## config.mk

```make
export PLATFORM = sky130hd
export DESIGN_NAME = parameter_fragment_decoder
export DESIGN_NICKNAME = d
export VERILOG_FILES = /design/src/sv/pfd_pkg.sv /design/src/sv/pfd_parser.sv /design/src/sv/pfd_out_queue.sv /design/src/sv/parameter_fragment_decoder.sv
export SDC_FILE = /design/constraint.sdc
export NUM_CORES = 1
export LEC_CHECK = 0
export BUFFER_PORTS_ARGS = -buffer_cell sky130_fd_sc_hd__clkbuf_2
export CORE_UTILIZATION = 63
export DETAILED_ROUTE_END_ITERATION = 7
export HOLD_SLACK_MARGIN = 0.05
export PLACE_DENSITY_LB_ADDON = 0.08
export SLEW_MARGIN = 15
export SYNTH_ARGS = -nofsm -noshare
export SYNTH_HDL_FRONTEND = slang
export SYNTH_SLANG_ARGS = --single-unit
```

## constraint.sdc

```tcl
create_clock -name clk -period 6.8 [get_ports clk]
set_clock_uncertainty 0.2 [all_clocks]
set_input_delay 0.68 -clock clk [delete_from_list [all_inputs] [get_ports clk]]
set_output_delay 0.68 -clock clk [all_outputs]
set_load 0.01 [all_outputs]
```

## src/sv/pfd_pkg.sv

```systemverilog
// ----------------------------------------------------------------------------
// pfd_pkg
// Shared types and constants of the parameter fragment decoder.
// ----------------------------------------------------------------------------
package pfd_pkg;

  localparam int MAX_PARAMS_DEF      = 5;
  localparam int MAX_PARAM_BYTES_DEF = 256;

  // results one message byte can cause
  localparam int MAX_RESULTS = 3;
  localparam int RES_CNT_W   = 2;

  // slot counter holds up to 15 closed parameters
  localparam int SLOT_CNT_W  = 4;

  localparam logic [7:0] FRAG_LEN_MASK = 8'o077;
  localparam logic [7:0] FRAG_LAST_BIT = 8'o200;

  typedef enum logic [1:0] {
    KIND_TYPE  = 2'd0,
    KIND_BYTE  = 2'd1,
    KIND_CLOSE = 2'd2,
    KIND_DONE  = 2'd3
  } pfd_kind_t;

  typedef struct packed {
    pfd_kind_t   kind;
    logic [2:0]  slot;
    logic [7:0]  byte_value;
    logic [8:0]  length;
    logic [2:0]  seen;
    logic        run_end;
  } pfd_result_t;

  typedef pfd_result_t [MAX_RESULTS-1:0] pfd_res_vec_t;

  function automatic pfd_result_t make_result(pfd_kind_t kind, logic [2:0] slot,
                                              logic [7:0] value, logic [8:0] length,
                                              logic [2:0] seen);
    pfd_result_t r;
    r.kind       = kind;
    r.slot       = slot;
    r.byte_value = value;
    r.length     = length;
    r.seen       = seen;
    r.run_end    = 1'b0;
    return r;
  endfunction

endpackage

```

## src/sv/pfd_parser.sv

```systemverilog
// ----------------------------------------------------------------------------
// pfd_parser
// Message parse state and the results caused by one accepted byte.
// ----------------------------------------------------------------------------
module pfd_parser import pfd_pkg::*; #(
  parameter int MAX_PARAMS      = MAX_PARAMS_DEF,
  parameter int MAX_PARAM_BYTES = MAX_PARAM_BYTES_DEF
) (
  input  logic                 clk,
  input  logic                 rst_n,
  input  logic                 accept,
  input  logic [7:0]           msg_byte,
  input  logic                 final_byte,
  output pfd_res_vec_t         res,
  output logic [RES_CNT_W-1:0] res_cnt
);

  localparam logic [SLOT_CNT_W-1:0] SLOT_LIMIT = SLOT_CNT_W'(MAX_PARAMS);
  localparam logic [8:0]            BYTE_LIMIT = 9'(MAX_PARAM_BYTES);

  typedef enum logic [1:0] {
    PH_TYPE   = 2'd0,
    PH_HEADER = 2'd1,
    PH_DATA   = 2'd2,
    PH_IGNORE = 2'd3
  } phase_t;

  phase_t                phase_r, phase_nxt;
  logic [SLOT_CNT_W-1:0] slot_r, slot_nxt;
  logic [5:0]            left_r, left_nxt;
  logic                  final_r, final_nxt;
  logic [8:0]            stored_r, stored_nxt;
  logic                  open_r, open_nxt;

  always_comb begin
    logic [9:0] padded;
    phase_nxt  = phase_r;
    slot_nxt   = slot_r;
    left_nxt   = left_r;
    final_nxt  = final_r;
    stored_nxt = stored_r;
    open_nxt   = open_r;
    res        = '0;
    res_cnt    = '0;
    padded     = '0;

    unique case (phase_r)
      PH_TYPE: begin
        res[res_cnt] = make_result(KIND_TYPE, 3'd0, msg_byte, 9'd0, slot_nxt[2:0]);
        res_cnt      = res_cnt + 2'd1;
        phase_nxt    = PH_HEADER;
      end
      PH_HEADER: begin
        if (msg_byte == 8'd0) begin
          if (open_nxt) begin
            res[res_cnt] = make_result(KIND_CLOSE, slot_nxt[2:0], 8'd0, stored_nxt,
                                       3'(slot_nxt + 1'b1));
            res_cnt    = res_cnt + 2'd1;
            slot_nxt   = slot_nxt + 1'b1;
            open_nxt   = 1'b0;
            stored_nxt = '0;
            left_nxt   = '0;
            final_nxt  = 1'b0;
          end
          phase_nxt = PH_IGNORE;
        end else if (!open_nxt && slot_nxt >= SLOT_LIMIT) begin
          phase_nxt = PH_IGNORE;
        end else begin
          if (!open_nxt) begin
            open_nxt   = 1'b1;
            stored_nxt = '0;
          end
          left_nxt  = 6'(msg_byte & FRAG_LEN_MASK);
          final_nxt = |(msg_byte & FRAG_LAST_BIT);
          if (left_nxt == 6'd0) begin
            // empty fragment: closes at once when marked last
            if (final_nxt) begin
              res[res_cnt] = make_result(KIND_CLOSE, slot_nxt[2:0], 8'd0, stored_nxt,
                                         3'(slot_nxt + 1'b1));
              res_cnt    = res_cnt + 2'd1;
              slot_nxt   = slot_nxt + 1'b1;
              open_nxt   = 1'b0;
              stored_nxt = '0;
              left_nxt   = '0;
              final_nxt  = 1'b0;
            end
          end else begin
            phase_nxt = PH_DATA;
          end
        end
      end
      PH_DATA: begin
        if (stored_nxt < BYTE_LIMIT) begin
          res[res_cnt] = make_result(KIND_BYTE, slot_nxt[2:0], msg_byte, 9'd0,
                                     slot_nxt[2:0]);
          res_cnt    = res_cnt + 2'd1;
          stored_nxt = stored_nxt + 9'd1;
        end
        left_nxt = left_nxt - 6'd1;
        if (left_nxt == 6'd0) begin
          phase_nxt = PH_HEADER;
          if (final_nxt) begin
            res[res_cnt] = make_result(KIND_CLOSE, slot_nxt[2:0], 8'd0, stored_nxt,
                                       3'(slot_nxt + 1'b1));
            res_cnt    = res_cnt + 2'd1;
            slot_nxt   = slot_nxt + 1'b1;
            open_nxt   = 1'b0;
            stored_nxt = '0;
            left_nxt   = '0;
            final_nxt  = 1'b0;
          end
        end
      end
      default: ;
    endcase

    if (final_byte) begin
      if (phase_nxt == PH_DATA && left_nxt != 6'd0) begin
        // cut-short fragment: missing bytes count as padding, saturated
        padded     = {1'b0, stored_nxt} + {4'd0, left_nxt};
        stored_nxt = (padded > {1'b0, BYTE_LIMIT}) ? BYTE_LIMIT : padded[8:0];
        res[res_cnt] = make_result(KIND_CLOSE, slot_nxt[2:0], 8'd0, stored_nxt,
                                   3'(slot_nxt + 1'b1));
        res_cnt  = res_cnt + 2'd1;
        slot_nxt = slot_nxt + 1'b1;
      end else if (open_nxt) begin
        res[res_cnt] = make_result(KIND_CLOSE, slot_nxt[2:0], 8'd0, stored_nxt,
                                   3'(slot_nxt + 1'b1));
        res_cnt  = res_cnt + 2'd1;
        slot_nxt = slot_nxt + 1'b1;
      end
      res[res_cnt] = make_result(KIND_DONE, 3'd0, 8'd0, 9'd0, slot_nxt[2:0]);
      res_cnt    = res_cnt + 2'd1;
      phase_nxt  = PH_TYPE;
      slot_nxt   = '0;
      left_nxt   = '0;
      final_nxt  = 1'b0;
      stored_nxt = '0;
      open_nxt   = 1'b0;
    end

    if (res_cnt != '0) begin
      res[res_cnt - 2'd1].run_end = 1'b1;
    end
  end

  always_ff @(posedge clk) begin
    if (!rst_n) begin
      phase_r  <= PH_TYPE;
      slot_r   <= '0;
      left_r   <= '0;
      final_r  <= 1'b0;
      stored_r <= '0;
      open_r   <= 1'b0;
    end else if (accept) begin
      phase_r  <= phase_nxt;
      slot_r   <= slot_nxt;
      left_r   <= left_nxt;
      final_r  <= final_nxt;
      stored_r <= stored_nxt;
      open_r   <= open_nxt;
    end
  end

endmodule

```

## src/sv/pfd_out_queue.sv

```systemverilog
// ----------------------------------------------------------------------------
// pfd_out_queue
// Result register: holds the results of one byte and hands them out in order.
// ----------------------------------------------------------------------------
module pfd_out_queue import pfd_pkg::*; (
  input  logic                 clk,
  input  logic                 rst_n,
  input  logic                 load,
  input  pfd_res_vec_t         load_res,
  input  logic [RES_CNT_W-1:0] load_cnt,
  input  logic                 out_stall,
  output logic                 out_valid,
  output pfd_result_t          head,
  output logic                 can_load
);

  pfd_res_vec_t         entry_r;
  logic [RES_CNT_W-1:0] cnt_r;
  logic                 take;

  assign out_valid = cnt_r != '0;
  assign head      = entry_r[0];
  assign take      = out_valid && !out_stall;
  // room for a new byte once the last held result leaves
  assign can_load  = (cnt_r == '0) || (cnt_r == RES_CNT_W'(1) && !out_stall);

  always_ff @(posedge clk) begin
    if (!rst_n) begin
      cnt_r <= '0;
    end else if (load) begin
      cnt_r <= load_cnt;
    end else if (take) begin
      cnt_r <= cnt_r - 1'b1;
    end
  end

  always_ff @(posedge clk) begin
    if (load) begin
      entry_r <= load_res;
    end else if (take) begin
      for (int i = 0; i < MAX_RESULTS - 1; i++) begin
        entry_r[i] <= entry_r[i+1];
      end
    end
  end

endmodule

```

## src/sv/parameter_fragment_decoder.sv

```systemverilog
// ----------------------------------------------------------------------------
// parameter_fragment_decoder
// Decodes a fragmented parameter control message, one byte per transaction.
// ----------------------------------------------------------------------------
//   channel | direction | handshake            | payload
//   in_     | input     | in_valid / in_stall  | msg_byte, final_byte
//   out_    | output    | out_valid / out_stall| kind, slot, byte, length, seen, run_end
//
// One byte per cycle when not stalled; a byte that causes k results (0 to 3)
// stalls the input (not for 0 or 1 while out_stall is low) while the single
// result register drains one per cycle; out_stall holds the drain and the input.
// The first result shows in the cycle after its byte is accepted.
// A new byte is taken in the cycle the last pending result leaves.
// rst_n clears the parse state and drops all pending results.
// ----------------------------------------------------------------------------
module parameter_fragment_decoder import pfd_pkg::*; #(
  parameter int MAX_PARAMS      = MAX_PARAMS_DEF,
  parameter int MAX_PARAM_BYTES = MAX_PARAM_BYTES_DEF
) (
  input  logic       clk,
  input  logic       rst_n,
  input  logic       in_valid,
  output logic       in_stall,
  input  logic [7:0] in_msg_byte,
  input  logic       in_final_byte,
  output logic       out_valid,
  input  logic       out_stall,
  output logic [1:0] out_result_kind,
  output logic [2:0] out_param_slot,
  output logic [7:0] out_byte_value,
  output logic [8:0] out_param_length,
  output logic [2:0] out_params_seen,
  output logic       out_run_end
);

  pfd_res_vec_t         res;
  logic [RES_CNT_W-1:0] res_cnt;
  pfd_result_t          head;
  logic                 can_load;
  logic                 accept;

  assign in_stall = !can_load;
  assign accept   = in_valid && can_load;

  pfd_parser #(
    .MAX_PARAMS      (MAX_PARAMS),
    .MAX_PARAM_BYTES (MAX_PARAM_BYTES)
  ) u_parser (
    .clk        (clk),
    .rst_n      (rst_n),
    .accept     (accept),
    .msg_byte   (in_msg_byte),
    .final_byte (in_final_byte),
    .res        (res),
    .res_cnt    (res_cnt)
  );

  pfd_out_queue u_queue (
    .clk       (clk),
    .rst_n     (rst_n),
    .load      (accept),
    .load_res  (res),
    .load_cnt  (res_cnt),
    .out_stall (out_stall),
    .out_valid (out_valid),
    .head      (head),
    .can_load  (can_load)
  );

  assign out_result_kind  = head.kind;
  assign out_param_slot   = head.slot;
  assign out_byte_value   = head.byte_value;
  assign out_param_length = head.length;
  assign out_params_seen  = head.seen;
  assign out_run_end      = head.run_end;

endmodule

```

* Word-level counts from Yosys, hierarchy flattened
Cells that the tools add are included.
** Word-level totals
- Logic and storage cells :: 179
- RAM bits :: 0
- Flip-flop bits (word level) :: 103
- Bits in latches :: 0
- ROM bits :: 0
- Memories kept :: 0
- Output and inout bits :: 28
- Input port bits :: 13
** Cells by class
- Multiply operators :: 0
- Magnitude comparators :: 11
- Div/mod/pow operators :: 0
- Equal/unequal tests :: 7
- Reduce and logical (&&, ||, !) cells :: 24
- Multiplexer cells :: 102
- $add $sub $neg :: 10
- Shifts and indexed selects :: 0
- Bitwise gates (word level) :: 0
** Operators with widths (count)
- $mux W78 :: 7
- $bwmux W78 :: 5
- $mux W26 :: 9
- $demux W26 S2 :: 4
- $mux W52 :: 3
- $mux W9 :: 12
- $pmux W26 S3 :: 1
- $mux W6 :: 8
- $mux W2 :: 17
- $mux W4 :: 8
- $mux W25 :: 1
- $pmux W9 S2 :: 1
- $mux W1 :: 17
- $logic_not A6 Y1 :: 2
- $lt A2 B3 Y1 const B :: 4
- $pmux W2 S3 :: 2
- $pmux W6 S2 :: 1
- $add A9 B6 Y10 :: 1
- $gt A10 B9 Y1 const B :: 1
- $add A9 B1 Y9 const B :: 1
- $logic_and A1 B1 Y1 :: 9
- $lt A9 B9 Y1 const B :: 1
- $mux W3 :: 3
- $ge A2 B1 Y1 const B :: 4
- 20 further kinds :: 32

* Depth between registers and ports, before layout
- Word-level depth :: 21
- Gate-level depth with buffers :: 21
- Mapped depth without buffers :: 19

* Cells and area by module
A second synthesis with hierarchy kept.
** Unflattened totals
- Cell total of the unflattened synthesis :: 847
- Area, all modules :: 7856.3 um^2
** Modules (own cells, without submodules)
- pfd_parser :: area each 4545.6 um^2, instances 1, sequential area each 460.4 um^2, cells each 664
- pfd_out_queue :: area each 3300.7 um^2, instances 1, sequential area each 2382.3 um^2, cells each 181
- parameter_fragment_decoder :: area each 10.0 um^2, instances 1, sequential area each 0.0 um^2, cells each 2

* Worst setup path after synthesis
No wires, ideal clock.
- Path type :: flip-flop to flip-flop
- From :: register u_parser.slot_r[1]
- To :: register u_queue.entry_r (netlist bit u_queue.head[5]), data pin
- Period minus slack after synthesis :: 5.005 ns
- Library setup time :: 0.157 ns
- Cell stages (with the launch flop) :: 21
- Path buffers :: 2
- Data required time :: 6.443 ns
- Arrival :: 4.648 ns
- Slack :: 1.795 ns
- Cells stage by stage :: dfxtp_1 > clkbuf_1 > inv_1 > ha_1 > nand2b_1 > a21oi_1 > o221ai_2 > or2_2 > clkbuf_1 > o21ai_0 > o21ai_1 > ha_1 > or2_2 > a2111o_1 > nor3_1 > a211oi_4 > xor2_1 > a211oi_1 > a31oi_4 > nand3b_1 > a32oi_1
** On the way
- Word-level cells in the longest chain between the ends :: 18
- Elaborated cells on any way between the ends :: 55
- Those cells by class :: add/sub (4); order compare (6); eq/ne (1); mux (38); reduce/logical (6)
** RTL lines
- from (decl) :: RTL line pfd_parser.sv:29 : logic [SLOT_CNT_W-1:0] slot_r, slot_nxt;
- from (signal assigned) :: RTL line pfd_parser.sv:157 : slot_r <= slot_nxt;
- $ge A4 B3 Y1 (*) :: RTL line pfd_parser.sv:66 : end else if (!open_nxt && slot_nxt >= SLOT_LIMIT) begin
- $logic_and A1 B1 Y1 (*) :: RTL line pfd_parser.sv:66
- branches (longest 14 deep; another with $add A9 B6 Y10)
- $mux W78 (*) :: RTL line pfd_parser.sv:142 : if (res_cnt != '0) begin
- $mux W52 (*) :: RTL line pfd_out_queue.sv:38 : if (load) begin
- to (signal assigned) :: RTL line pfd_out_queue.sv:39 : entry_r <= load_res;
- to (signal, indexed assignment) :: RTL line pfd_out_queue.sv:42 : entry_r[i] <= entry_r[i+1];
- to (decl) :: RTL line pfd_out_queue.sv:17 : pfd_res_vec_t entry_r;
Every way passes the cells marked *. The select of a mux whose other input is x is not followed.
A chain may end at the register's enable or synchronous reset.

* Final worst setup path
Ends and elaborated chain as after synthesis.

==> out/qor.yml <==
path_clk_slew_ns: 0.07
clock.fmax_mhz: 176.3
nNetsFinal: 940
crit_required_ns: 6.81
cts_tree: "done"
arrival_ns: 5.68
finalSetupTns_ns: 0
htreeDepth: 3
finalSetupViolations: 0
initial_core_util_pct: 65.47
violations: "DRC"
firstDrtPassIters: 8
grt_util_met2_pct: 61.61
power_density_mw_per_mm2: 272.9
hold_viol_final: 0
worstSetupPathType: "reg2reg"
syn_avg_cell_area_um2: 8.310
busiest_layer: "met2"
overflow: 0
die_w_um: 111.9
gp_congestion: 0.9835
synth.distinct_cells: 94
synth_seq_cells: 87
synthArstFlopShare_pct: 0
synth_nets: 965
ios: 41
start_kind: "flop"
antenna_found_initial: 0
hold_path_class: "reg2reg"
num_antenna_cells: 0
synth_top_area_cell: "edfxtp_1"
grt_max_degree: 65
slew_violations: 0
syn-cell-area_mm2: 0.007604
power.total_uw: 2162
yosys.area_share.xor_xnor_pct: 2.501
ant_nets: 0
final.min_clock_period_ns: 5.671
synth.area.mux_share_pct: 1.366
root_buffer: "clkbuf_16"
cts.sinks: 87
avgRoutedWirePerCell_um: 23.04
grt_pass1_wl_um: 37160
synth_simple_gate_area_share_pct: 22.43
maxCapViolations: 0
final_common_cell: "nand2_1"
num_vias: 7397
post_cts_buffers: 0
max_slew.worst_pin.slew_ns: 1.054
yosysSeqAreaShare_pct: 31.07
drive_above_1_share_pct: 12.18
cts_hold_buf: 0
critPathMaxFanout: 9
synth_ff_type: "edfxtp_1"
end_kind: "flop"
die-area_mm2: 0.01251
post_cts_resized: 0
drtIter0Drc: 1140
hpwlAfterDp_um: 16810
die_h_um: 111.9
synth_top_area_share_pct: 24.49
slew_headroom_pct: 29.63
fin_crit_sh_pct: 83.40
core-area_mm2: 0.01161
numCtsBuffers: 9
ys_top_cells_by_area: "edfxtp_1 (24%), dfxtp_1 (6.6%), ha_1 (6.1%)"
ir_worst_vdd_uv: 232.7
p_leak_uw: 0.002923
grt_usage_pct: 38.55
finish.instance_area_mm2: 0.007924
grt_util_met1_pct: 49.59
synth_top_family_by_area: "compound AO/OA/AOI/OAI gates"
rsz0062_at_grt: "false"
num_rows: 39
synth_cells: 915
placement.cell_area_mm2: 0.007610
cts_buffer_depth: 2
io_buffers: 40
clk_latency_ns: 0.36
synth_compound_area_share_pct: 28.86
status: "complete, but fails checks"
layout_common_cells: "nand2_1 (94), nor2_1 (69), a21oi_1 (62), o21ai_0 (62), edfxtp_1 (62)"
grt_pass1_vias: 6877
yosysWarnings: 0
synthAdderAreaFrac_pct: 6.089
vias_per_cell: 7.126
synthToLayoutAreaGrowth_pct: 4.213
synth_enable_flop_cells: 62
grtUsageMet3_pct: 7.295
drc: 1
drt_wl_total_um: 23920
critical path, stage by stage, from the launching register on:
cell and delay [ns]:
dfxtp_1 0.51, inv_1 0.16, ha_1 0.20, nand2b_1 0.22
a21oi_1 0.52, o221ai_2 0.26, or2_2 0.43, o21ai_0 0.18
o21ai_1 0.20, ha_1 0.30, or2_2 0.34, a2111o_1 0.41
nor3_1 0.29, a211oi_4 0.12, xor2_1 0.21, a211oi_1 0.33
a31oi_4 0.19, nand3b_1 0.20, a32oi_1 0.23
synthesized netlist by cell type (8+ instances only):
cell type,number
and2_1,20
and3_1,11
nand2_1,94
nor3_1,22
o21ai_0,62
clkbuf_1,47
a31oi_1,18
nor2b_1,27
edfxtp_1,62
ha_1,37
nor2_1,69
nand3_1,29
o21ai_1,14
a21oi_1,62
a22oi_1,27
buf_4,27
nand3b_1,9
inv_1,35
a32oi_1,8
o22ai_1,15
dfxtp_1,25
xnor2_1,12
nand2b_1,12
registers in the layout, indices dropped and copies added, names as in the netlist, 2 cells and up:
name               flops
u_parser.stored_r      9
u_parser.left_r        6
u_parser.phase_r       2
u_queue.cnt_r          2
u_queue.head          26
u_queue.entry_r       36
u_parser.slot_r        4
where the power goes:
| group | internal [uW] | switching, uW |
|---|---|---|
| Combinational | 226 | 516 |
| Sequential | 817 | 65.1 |
| Clock | 301 | 237 |
path summary, 6_finish.rpt:
path,cells after the start,to,slack (ns),start
setup / recovery,18,u_queue.head[5],1.13,u_parser.slot_r[1]
hold / removal,2,u_queue.head[25],0.32,u_queue.entry_r[51]
setup reg to reg,18,u_queue.head[5],1.13,u_parser.slot_r[1]
hold reg to reg,2,u_queue.head[25],0.32,u_queue.entry_r[51]
through the flow:
step	hold WS (ns)	cells	utilization, %	setup slack (ns)
finish	0.3239	1038	68.23	1.129
global route	0.3522	1038	68.23	0.8474
CTS	0.3293	1038	68.23	1.261
detailed placement	0.3140	1022	65.52	1.244
global placement	0.3006	1022	65.52	1.375
floorplan	0.2836	915	-	1.795
cell type report:
type | instances | area [um^2]
multi-input cells | 707 | 4666
fillers | 955 | 3690
flip-flops and latches | 87 | 2362
repair buffers | 49 | 267.8
clock buffers | 10 | 239.0
well taps | 143 | 178.9
inverters | 36 | 135.1
clock inverters | 6 | 75.07
per-layer routing:
layer | part of all wire (%) | vias up
met5 | 0 | -
met4 | 4.8 | 0
met3 | 10 | 111
met2 | 46 | 496
met1 | 39 | 3457
li1 | - | 3333
kinds of logic after synthesis:
| family | after synthesis |
|---|---|
| compound gates | 307 |
| xor+xnor | 20 |
| fa+ha+maj | 37 |
| buf+inv | 121 |
| flops | 87 |
| mux | 10 |
| simple gates | 333 |
(Power assumes the default switching activity.)
